===== config.mk =====
export PLATFORM = sky130hd
export DESIGN_NAME = mdh_ram
export DESIGN_NICKNAME = d
export VERILOG_FILES = /design/src/rtl/core/mdh_ram.sv
export SDC_FILE = /design/constraint.sdc
export NUM_CORES = 2
export LEC_CHECK = 0
export BUFFER_PORTS_ARGS = -buffer_cell sky130_fd_sc_hd__buf_2
export CORE_MARGIN = 2
export CORE_UTILIZATION = 50
export DETAILED_ROUTE_END_ITERATION = 10
export GPL_ROUTABILITY_DRIVEN = 0
export PLACE_DENSITY = 0.73
export SYNTH_ARGS = -nofsm -noshare
export SYNTH_HDL_FRONTEND = slang
export SYNTH_SLANG_ARGS = --single-unit

===== constraint.sdc =====
create_clock -name clk -period 4.9 [get_ports clk]
set_input_delay 0.49 -clock clk [delete_from_list [all_inputs] [get_ports clk]]
set_output_delay 0.49 -clock clk [all_outputs]
set_load 0.01 [all_outputs]

===== src/rtl/core/mdh_ram.sv =====
// Generic single-write, single-read RAM with a registered read port.
module mdh_ram #(
    parameter int WIDTH = 32,
    parameter int DEPTH = 128
) (
    input  logic                     clk,
    input  logic                     we,
    input  logic [$clog2(DEPTH)-1:0] waddr,
    input  logic [WIDTH-1:0]         wdata,
    input  logic                     re,
    input  logic [$clog2(DEPTH)-1:0] raddr,
    output logic [WIDTH-1:0]         rdata
);

    logic [WIDTH-1:0] mem [DEPTH];

    always_ff @(posedge clk)
    begin
        if (we)
        begin
            mem[waddr] <= wdata;
        end
        if (re)
        begin
            rdata <= mem[raddr];
        end
    end

endmodule


# Yosys cells after proc, flatten, opt, wreduce, memory -nomap -nowiden
# Memories as Yosys holds them, arrays and structs flattened. A register that Yosys moved wholly into a read port is not among the register bits.
# Cells that the tools add are included.
dict set report word_totals {
  regBits 0
  rom_bits 0
  output_inout_bits 32
  latch_bits 0
  mem_count 1
  ram_bits 4096
}
# memory words word_bits rd rd_ports_with_merged_regs wr line_no
set mem_list {}
lappend mem_list {mem 128 32 1 1 1 15} ;# logic [WIDTH-1:0] mem [DEPTH];
dict set report classes {
  addsub 0
  multipliers 0
  n_lt_le_gt_ge 0
  n_mux 2
  eq_ne 0
  n_div 0
  reduce_logical 0
  shift 0
  n_bitwise 0
}
# operator count
set ops {}
lappend ops {{two-way mux 1 bit} 2}

# Depth between registers and ports, before layout
dict set report logic_depth {
  ltp_word 2
  ltp_mapped 8
  ltp_nobuf 4
}

# Worst setup path before layout
# OpenSTA, ideal clock, no wires.
dict set report synth_timing {
  path_type {input port to flip-flop}
  startpoint {input port we}
  endpoint {memory mem[98][0] (enable)}
  slack_ns 1.171
  n_path_buf 1
  arrival_ns 3.268
  stages 3
  setup_ns 0.461
  cell_sequence {clkbuf_1 -> nand4_1 -> nor3_1}
}
dict set report synth_via {
  elab_chain_len 2
}
# element line_no
set synth_lines {}
lappend synth_lines {{from (decl)} 7} ;# input logic we,
lappend synth_lines {{two-way mux 1 bit} 19} ;# if (we)
lappend synth_lines {{two-way mux 1 bit (not written as such)} 21} ;# mem[waddr] <= wdata;
lappend synth_lines {{to (decl)} 15}
# Every way passes these cells.

==> summary.txt <==
SETUP PATH
--------------------------------------------------------------------------------------
Most frequent cell on the critical path ................................. sky130_fd_sc_hd__mux4_2
Req. time, crit path ....................................................      5.56 ns
Largest incremental delay on the critical path ..........................      0.61 ns
WS Path Type ............................................................    in -> reg
Crit path DAT ...........................................................      3.85 ns
Element type at the critical path end ...................................     register
Crit path max fanout ....................................................           46
Ordered cell list for the critical path ................................. buf_12 -> buf_4 -> buf_4 -> mux4_2 -> mux4_2 -> mux4_2 -> mux2_2
Library cell contributing the largest single delay on the critical path . sky130_fd_sc_hd__mux4_2
Type of element launching the critical path .............................   input port

FLOORPLAN
--------------------------------------------------------------------------------------
Effective utilization at floorplan ......................................        0.502
Total Die Area ..........................................................   0.318 mm^2
Die X ...................................................................       564 um
Placement Rows ..........................................................          205
Vertical die dimension ..................................................       564 um
CORE AREA ...............................................................   0.312 mm^2
Top Ports ...............................................................           81

CLOCK TREE
--------------------------------------------------------------------------------------
Number of instances resized during post-cts repair ......................            0
Maximum level of the CTS H-tree .........................................            5
Post-CTS setup repair buffer count ......................................            0
Number of buffers on the longest clock path .............................            4
Clock slew at reported path FFs .........................................      0.06 ns
CTS root buffer ......................................................... sky130_fd_sc_hd__clkbuf_16
Insertion delay of the later-clocked pin in the worst-skew pair .........      0.92 ns
TritonCTS clock tree ....................................................        built
CTS buffer count ........................................................          389
Number of clock sinks seen by CTS .......................................         4128

YOSYS
--------------------------------------------------------------------------------------
Leading post-synthesis cells by instance count .......................... sky130_fd_sc_hd__edfxtp_1, sky130_fd_sc_hd__mux4_2, sky130_fd_sc_hd__clkbuf_1, sky130_fd_sc_hd__nor2_1, sky130_fd_sc_hd__buf_2
Flip-flop and latch count after synthesis ...............................         4128
Asr flop ratio synth ....................................................            0
Most instantiated library cell after synthesis .......................... sky130_fd_sc_hd__edfxtp_1
Area share of the leading cell type in the synthesized netlist ..........        0.792
Net count after synthesis ...............................................         6039
Dominant cells by area after synthesis .................................. sky130_fd_sc_hd__edfxtp_1, sky130_fd_sc_hd__mux4_2, sky130_fd_sc_hd__clkbuf_1, sky130_fd_sc_hd__nor2_1, sky130_fd_sc_hd__buf_2
Number of synthesis warnings ............................................            0
Synth Flop Type ......................................................... sky130_fd_sc_hd__edfxtp_1
Largest area contributor in the netlist ................................. sky130_fd_sc_hd__edfxtp_1
Number of flops mapped to enable cells by yosys .........................         4128
Post-synthesis cell area ................................................   0.157 mm^2
Synthesized area per cell ...............................................    26.1 um^2
Part of the Yosys area used for sequential elements .....................        0.792
Number of instances in the synthesized netlist ..........................         5990
Number of distinct library cells after synthesis ........................           16

STA
--------------------------------------------------------------------------------------
Final worst path period share ...........................................        0.651
Summed negative setup slack over all endpoints ..........................         0 ns
Worst-case clock skew ...................................................    0.0440 ns
Final count of negative-setup-slack endpoints ...........................            0
Hold violation total from the final report ..............................            0
Crit path time final ....................................................      3.19 ns
RSZ-0062 raised after global routing ....................................           no
Relative slew margins ...................................................        0.139
Pins Over Slew Limit ....................................................            0
Worst hold margin .......................................................    0.0845 ns
Top achievable clock speed ..............................................      313 MHz
Worst Setup Slack, final ................................................      1.71 ns
Transition time at the pin with the least slew margin ...................      1.29 ns

GLOBAL ROUTE
--------------------------------------------------------------------------------------
Grt ovf .................................................................            0
Maximum number of pins on one net before global-route repair ............          113
Overall global routing resource usage ...................................        0.265
Antenna violations before repair ........................................           57
Global-route wire length before repair ..................................    583000 um
Via count of the first global-routing pass ..............................        73600

CELLS AND AREA
--------------------------------------------------------------------------------------
Final-layout fill cell count ............................................        21100
Synth-to-Final Area Change ..............................................        13.9%
Net count of the finished layout ........................................         6540
Fraction of final layout cells sized beyond drive strength 1 ............        0.365
Layout Cell Area excl Fill ..............................................   0.178 mm^2

ROUTING
--------------------------------------------------------------------------------------
Final wirelength ........................................................    418000 um
Vias per cell ...........................................................         6.65
Number of remaining DRC errors ..........................................            0
Via total after detailed routing ........................................        73100
Final ANT Viol Nets .....................................................            0
Starting DRC count in detailed routing ..................................        12100
Routed len/inst .........................................................      38.1 um
First drt pass iteration count ..........................................            8

POWER AND IR DROP
--------------------------------------------------------------------------------------
Worst ir drop on vdd ....................................................       301 uV
Cell leakage power ......................................................      54.6 nW
Areal power density over the cells ......................................  412 mW/mm^2

OUTCOME
--------------------------------------------------------------------------------------
Run status .............................................................. complete, no violations

PLACE
--------------------------------------------------------------------------------------
Worst slack at placement ................................................     0.761 ns
Number of port buffers ..................................................           80
HPWL after DPL ..........................................................    229000 um
Cell area after placement ...............................................   0.165 mm^2

MIN PATH
--------------------------------------------------------------------------------------
Class of the most critical hold timing path .............................    in -> reg

FLOW RUN
--------------------------------------------------------------------------------------
Max-cap check violation count ...........................................            0

[where the power goes]
| group | internal, mW | leakage [nW] | switching [mW] | total [mW] |
|---|---|---|---|---|
| Sequential | 39.0 | 37.1 | 0.136 | 39.2 |
| Clock | 17.4 | 6.23 | 13.0 | 30.4 |
| Combinational | 1.46 | 11.2 | 2.37 | 3.84 |
| Total | 57.9 | 54.6 | 15.5 | 73.4 |
[cell usage in the layout, fill, tap and decap left out, drive strengths merged, types with 13 or more instances in the layout]
cell type	n
edfxtp	4128
inv	13
mux2	32
clkinv	161
clkbuf	470
diode	44
mux4	1344
nor2	122
buf	425
nand2	14
bufinv	49
[area by class of cell]
class	instances	area, um^2	area share
clock buffers	470	10200	0.0570
well taps	4140	5180	0.0290
diodes	44	110	0.000617
clock inverters	235	2600	0.0146
repair buffers	426	4040	0.0226
flip-flops and latches	4128	124000	0.695
multi-input cells	1546	32300	0.181
[worst max-delay path, delay by kind of cell]
kind                   cells  cell delay (ns)
muxes                      4             2.11
buffers and inverters      3             1.19
[sequential cells by signal, summed over array words and instances, names as in the netlist]
name	flops
mem	4096
rdata	32
[repair_timing]
item,4_1_cts,5_1_grt
endpoints found under the hold margin,16,0
hold buffers,1,0
endpoints found under the setup margin,0,0
[cell families (layout without fill, tap and decap cells)]
family / count (synthesis) / count (layout) / share of synthesized area
buffers and inverters: 316 / 1131 / 0.00837
and+or+nand+nor: 170 / 170 / 0.00445
other: 0 / 44 / 0
muxes: 1376 / 1376 / 0.196
DFF: 4128 / 4128 / 0.792
[stage by stage]
step            util  std cells  power [mW]
2_1_floorplan      -       5990        41.7
3_3_place_gp   0.531      10200        43.6
3_5_place_dp   0.531      10200        43.7
4_1_cts        0.572      10900        73.6
5_1_grt        0.572      11000        75.0
6_report       0.572      11000        73.4
[layer usage]
layer,track usage,vias to the layer above,routed length (um)
li1,-,27500,-
met1,0.351,39200,143000
met2,0.429,5584,204000
met3,0.0642,798,53200
met4,0.102,20,18200
met5,0,-,138
[path summary, 6_finish.rpt]
kind | start | end | slack (ns) | cells past startpoint
min | wdata[28] | mem[117][28] | 0.08 | 1
max | raddr[0] | rdata[6] | 1.71 | 7
min reg2reg | mem[66][25] | rdata[25] | 1.22 | 4
max reg2reg | mem[116][15] | rdata[15] | 2.12 | 4
No activity file was read; power rests on OpenSTA's default activity.
